`config.mk`:
```
export PLATFORM = sky130hd
export DESIGN_NAME = bgi_front
export DESIGN_NICKNAME = d
export VERILOG_FILES = /design/src/hw/rtl/bgi_pkg.sv /design/src/hw/rtl/bgi_front.sv
export SDC_FILE = /design/constraint.sdc
export NUM_CORES = 1
export LEC_CHECK = 0
export BUFFER_PORTS_ARGS = -buffer_cell sky130_fd_sc_hd__buf_2
export CAP_MARGIN = 20
export CORE_MARGIN = 3
export CORE_UTILIZATION = 50
export DETAILED_ROUTE_END_ITERATION = 6
export PLACE_DENSITY = 0.77
export SETUP_SLACK_MARGIN = 0.02
export SLEW_MARGIN = 25
export SYNTH_ARGS = -nofsm -noshare
export SYNTH_HDL_FRONTEND = slang
export SYNTH_SLANG_ARGS = --single-unit
```
`constraint.sdc`:
```
create_clock -name i_clk -period 4.8 [get_ports i_clk]
set_input_delay 0.48 -clock i_clk [delete_from_list [all_inputs] [get_ports i_clk]]
set_output_delay 0.48 -clock i_clk [all_outputs]
set_load 0.02 [all_outputs]
```
`src/hw/rtl/bgi_pkg.sv`:
```
// Package for the bilinear grid interpolator.
// Holds grid sizes, fixed-point widths, command and register codes, and shared types.
// No dependencies.
package bgi_pkg;

    localparam int MAX_COLS    = 64;
    localparam int MAX_ROWS    = 64;
    localparam int FRAC_BITS   = 16;

    localparam int DATA_W      = 32;
    localparam int FIELD_IDX_W = 6;
    localparam int CNT_W       = 7;
    localparam int CFG_IDX_W   = 3;
    localparam int CIDX_W      = $clog2(MAX_COLS);
    localparam int RIDX_W      = $clog2(MAX_ROWS);
    localparam int GRID_DEPTH  = MAX_ROWS * MAX_COLS;
    localparam int ADDR_W      = $clog2(GRID_DEPTH);
    localparam int QUEUE_DEPTH = 2;

    typedef enum logic {
        CMD_LOAD  = 1'b0,
        CMD_QUERY = 1'b1
    } t_cmd;

    typedef enum logic [CFG_IDX_W-1:0] {
        CFG_COLS     = 3'd0,
        CFG_ROWS     = 3'd1,
        CFG_X_ORIGIN = 3'd2,
        CFG_X_SCALE  = 3'd3,
        CFG_Y_ORIGIN = 3'd4,
        CFG_Y_SCALE  = 3'd5
    } t_cfg_idx;

    typedef struct packed {
        t_cmd                     cmd;
        logic [FIELD_IDX_W-1:0]   row_index;
        logic [FIELD_IDX_W-1:0]   col_index;
        logic signed [DATA_W-1:0] sample_value;
        logic signed [DATA_W-1:0] query_x;
        logic signed [DATA_W-1:0] query_y;
    } t_item;

    typedef struct packed {
        logic [CNT_W-1:0]         cols;
        logic [CNT_W-1:0]         rows;
        logic signed [DATA_W-1:0] x_origin;
        logic [DATA_W-1:0]        x_scale;
        logic signed [DATA_W-1:0] y_origin;
        logic [DATA_W-1:0]        y_scale;
    } t_cfg;

endpackage

```
`src/hw/rtl/bgi_front.sv`:
```
// Front end of the bilinear grid interpolator: a short queue of accepted words.
// Depends on bgi_pkg.
module bgi_front (
    input  logic           i_clk,
    input  logic           i_rst_n,
    input  logic           i_push_valid,
    output logic           o_push_ready,
    input  bgi_pkg::t_item i_item,
    output logic           o_valid,
    output bgi_pkg::t_item o_item,
    input  logic           i_pop
);
    import bgi_pkg::*;

    localparam int PTR_W = $clog2(QUEUE_DEPTH);
    localparam int QCNT_W = $clog2(QUEUE_DEPTH + 1);

    t_item             r_slot [QUEUE_DEPTH];
    logic [PTR_W-1:0]  r_wr_ptr;
    logic [PTR_W-1:0]  r_rd_ptr;
    logic [QCNT_W-1:0] r_count;
    logic [PTR_W-1:0]  n_wr_ptr;
    logic [PTR_W-1:0]  n_rd_ptr;
    logic [QCNT_W-1:0] n_count;
    logic              w_push;

    assign o_push_ready = (r_count != QCNT_W'(QUEUE_DEPTH));
    assign w_push       = i_push_valid && o_push_ready;
    assign o_valid      = (r_count != '0);
    assign o_item       = r_slot[r_rd_ptr];

    always_comb begin
        n_wr_ptr = w_push ? r_wr_ptr + PTR_W'(1) : r_wr_ptr;
        n_rd_ptr = i_pop ? r_rd_ptr + PTR_W'(1) : r_rd_ptr;
        n_count  = r_count + QCNT_W'(w_push) - QCNT_W'(i_pop);
    end

    always_ff @(posedge i_clk) begin
        if (!i_rst_n) begin
            r_wr_ptr <= '0;
            r_rd_ptr <= '0;
            r_count  <= '0;
        end else begin
            r_wr_ptr <= n_wr_ptr;
            r_rd_ptr <= n_rd_ptr;
            r_count  <= n_count;
        end
    end

    always_ff @(posedge i_clk) begin
        if (w_push) begin
            r_slot[r_wr_ptr] <= i_item;
        end
    end
endmodule

```
# Yosys cells after proc, flatten, opt, wreduce, memory -nomap -nowiden
# Memories as Yosys holds them, arrays and structs flattened. A register that Yosys moved wholly into a read port is not among the register bits.
# Index checks and enable logic that the tools add are counted.
# Widths: inputs -> output; s select.
[classes]
n_mux = 4
n_addsub = 4
reduce_logical = 2
eq_ne = 1
[op_table]
columns = ["operator", "n"]
rows = [
  ["$mux 1", 4],
  ["$add 1x1->1 const B", 2],
  ["$add 2x1->2", 1],
  ["$ne 2x2->1 const B", 1],
  ["$reduce_bool 2->1", 1],
  ["$sub 2x1->2", 1],
  ["$logic_and 1x1->1", 1],
]
[totals]
ff_bits = 4
memories = 1
word_cells = 15
mem_bits_rw = 218
inputBits = 113
output_inout_bits = 111
[mem_list]
columns = ["name", "words", "word_bits", "read_ports", "rd_ports_with_merged_regs", "write_ports", "line", "source"]
rows = [
  ["r_slot", 2, 109, 1, 1, 1, "bgi_front.sv:18", "t_item r_slot [QUEUE_DEPTH];"],
]

# Longest topological paths before layout
[logic_depth]
word_depth = 4
mapped_depth = 7
ltp_nobuf = 7

# Worst setup path before layout
# No wires, ideal clock.
[synth_timing]
path_type = "flip-flop to flip-flop"
start = "register r_count[0]"
end = "memory r_slot[1][0] (netlist name) (enable)"
setup_ns = 0.481
path_buffers = 0
period_less_slack_ns = 3.756
required_ns = 4.319
path_stages_with_launch = 3
arrival_ns = 3.275
setup_slack_ns = 1.044
path_cell_list = "dfxtp_1 > nand2b_1 > and3_1"
[synth_between]
elab_chain_len = 4
[synth_rtl]
columns = ["element", "line", "source"]
rows = [
  ["start, declared", "bgi_front.sv:21", "logic [QCNT_W-1:0] r_count;"],
  ["start signal, assigned", "bgi_front.sv:46", "r_count <= n_count;"],
  ["$ne 2x2->1", "bgi_front.sv:27", "assign o_push_ready = (r_count != QCNT_W'(QUEUE_DEPTH));"],
  ["named net o_push_ready", "bgi_front.sv:7", "output logic o_push_ready,"],
  ["$logic_and 1x1->1", "bgi_front.sv:28", "assign w_push = i_push_valid && o_push_ready;"],
  ["$mux 1", "bgi_front.sv:51", "if (w_push) begin"],
  ["$mux 1 (implied by the code)", "bgi_front.sv:52", "r_slot[r_wr_ptr] <= i_item;"],
  ["end, declared", "bgi_front.sv:18", ""],
]
# The timed path passes the listed nets, and every way through them passes these cells.

==> results.cfg <==
[run_status]
outcome = completed

[final_layout]
nets = 722
area.growth.synth_to_final_pct = 25.7
final_cells = 839
drive_gt1_share_pct = 60.7
n_antenna_cell = 0
fin_area_sq_mm = 0.0103

[sta]
setup_tns_ns = 0
max_slew.worst_pin.slew_ns = 0.777
holdWs_ns = 0.179
post-route-period-util_pct = 57.9
skew_ns = 0.00566
fmax_mhz = 360
relSlewSlack_pct = 48.2
rsz0062_at_grt = false
finalHoldViolCount = 0
setup_viol = 0
layout_setup_ws_ns = 2.02
drv_slew = 0
fin_crit_ns = 2.78

[worst_setup_path]
r2r-start = r_count[0]
required_ns = 4.32
crit_arrival_ns = 2.30
timing.rr.end = r_slot[0][60]
path_cells = buf_4 -> mux2_2 -> buf_2
crit_buf_inv = 2
ff2ff_path_depth = 4
cpMaxStageDelayCell = buf_4
worstSetupEndpointType = output pin
criticalPathCategory = reg -> out
startpoint_type = register
cp_max_fo = 52
slowest_delay_ns = 0.62
timing.reg2reg.setup_slack_ns = 2.52
cp_top_family = buffers and inverters

[synthesis]
ys_ff_latch = 223
avgSynthCellArea_sq_um = 22.2
ys_types = 24
yosysWarnings = 0
synthCells = 367
synth_seq_area_share_pct = 81.5
syn_area_sq_mm = 0.00816
syn-num-nets = 481

[placed_design]
place_congestion = 0.754
placed_cell_area_sq_mm = 0.00951
place_inst = 799
port_buffers = 223
pre_cts_ws_ns = 2.27
dp_hpwl_microns = 10000

[clocking]
ctsResizeCount = 0
clk_latency_ns = 0.48
cts_tree = done
h-tree-depth = 1
ctsHoldBuffers = 0
cts_setup_buffers = 0
clockBufferDepth = 3
cts_root_buffer = clkbuf_16
cts.sinks = 223
cts.clk_slew.worst_paths_ns = 0.06
cts_buffers = 23

[routing]
first_pass_iters = 4
vias = 4257
antenna_left = 0
drc = 0
wire_per_inst_microns = 18.1
via_per_inst = 5.07
first_iter_violations = 192
wirelength_microns = 15200

[global_routing]
grt_pass1_wl_microns = 23600
grt_use_total_pct = 16.6
grt_max_degree = 83
antenna_found_initial = 1
grt_overflow = 0
first_global_vias = 4652

[floorplanning]
die_w_microns = 134
die-area_sq_mm = 0.0179
start_util_pct = 51.2
die_h_microns = 134
coreArea_sq_mm = 0.0159
row_count = 46
pin_count = 224

[flow_run]
maxCapViolations = 0

[hold_path]
whs_path_depth = 1
hp-class = in -> reg
hold_start = i_item[33]
hold_end = r_slot[1][33]

[power]
power_density_mw_per_mm2 = 463
peakVddDrop_v = 0.000373
p_leak_uw = 0.00386
-- per-layer routing --
| layer | vias up | GRT usage, % | routed length (microns) |
|---|---|---|---|
| met3 | 32 | 4.87 | 1170 |
| met4 | 2 | 4.46 | 280 |
| met2 | 173 | 29.1 | 7710 |
| met1 | 2109 | 20.2 | 6040 |
| li1 | 1941 | - | - |
| met5 | - | 0 | 13 |
-- per-stage QoR --
stage          util [%]  total power [uW]
6_report           64.3              4750
5_1_grt            64.3              4930
4_1_cts            64.3              4810
3_5_place_dp       59.7              3090
3_3_place_gp       59.7              3070
2_1_floorplan         -              2860
-- how the worst max path moves through the flow --
stage                 startpoint            end  slack, ns  depth (start not counted)
floorplan             r_count[0]   r_slot[1][0]       1.04                          2
global placement    i_push_valid  r_slot[0][16]       2.33                          4
detailed placement  i_push_valid  r_slot[0][34]       2.27                          4
CTS                     register      o_item[6]       1.98                          3
global route            register     o_item[52]       1.90                          3
finish                  register      o_item[6]       2.02                          3
-- layout by cell type, fill, tap and decap left out, drive strengths merged --
master	instances
nor4b	1
clkinvlp	2
mux2	109
nand2	2
or2	1
clkinv	8
nand3b	2
clkbuf	28
mux2i	1
edfxtp	218
dfxtp	5
inv	2
and3	1
ha	1
xnor2	1
bufinv	2
nand2b	1
a21boi	2
xor2	1
a211o	1
and2	3
buf	228
a21bo	1
a211oi	1
nand3	1
-- worst reg2reg max path: stages (launching register included) --
cell and delay, ns:
dfxtp_1 0.38, nand2b_1 0.22, nand3b_1 0.20, inv_6 0.59
buf_4 0.54
-- cell type report --
| type | count | area [sq um] |
|---|---|---|
| clock buffer | 28 | 624 |
| clock inverter | 12 | 111 |
| fill | 1126 | 5690 |
| inverter | 2 | 12.5 |
| multi-input combinational | 130 | 1430 |
| sequential | 223 | 6650 |
| tap | 216 | 270 |
| timing repair buffer | 228 | 1150 |
-- report_power, final --
| group | switching (uW) | internal (uW) | total, uW |
|---|---|---|---|
| clock network | 674 | 1030 | 1700 |
| registers | 47.7 | 2330 | 2380 |
| logic | 405 | 258 | 663 |
| total | 1130 | 3620 | 4750 |
-- sequential cells by signal (all words and copies together) (netlist names), named ones only --
name / count
r_rd_ptr: 1
r_wr_ptr: 1
r_count: 2
r_slot: 218
-- logic make-up (layout without fill, tap and decap cells) --
family	after synthesis	in the layout	share of synthesized area (%)
flip-flops	223	223	81.5
buffers and inverters	14	270	1.06
adder cells (fa/ha/maj)	1	1	0.153
XOR/XNOR	2	2	0.215
multiplexers	110	110	15.6
AO/OA/AOI/OAI	5	5	0.552
AND/OR/NAND/NOR	12	12	0.905
-- synth_stat cells (all sizes together) --
cell | n | share of area [%]
inv | 2 | 0.092
edfxtp | 218 | 80
mux2 | 109 | 16
nand3 | 1 | 0.061
xor2 | 1 | 0.11
buf | 12 | 0.97
nand3b | 2 | 0.18
nor4b | 1 | 0.11
and3 | 1 | 0.077
a21boi | 2 | 0.23
a211oi | 1 | 0.092
a21bo | 1 | 0.12
or2 | 1 | 0.077
nand2b | 1 | 0.077
ha | 1 | 0.15
nand2 | 2 | 0.092
dfxtp | 5 | 1.2
and2 | 3 | 0.23
a211o | 1 | 0.11
mux2i | 1 | 0.12
xnor2 | 1 | 0.11
Power figures use the tool's default switching activity.
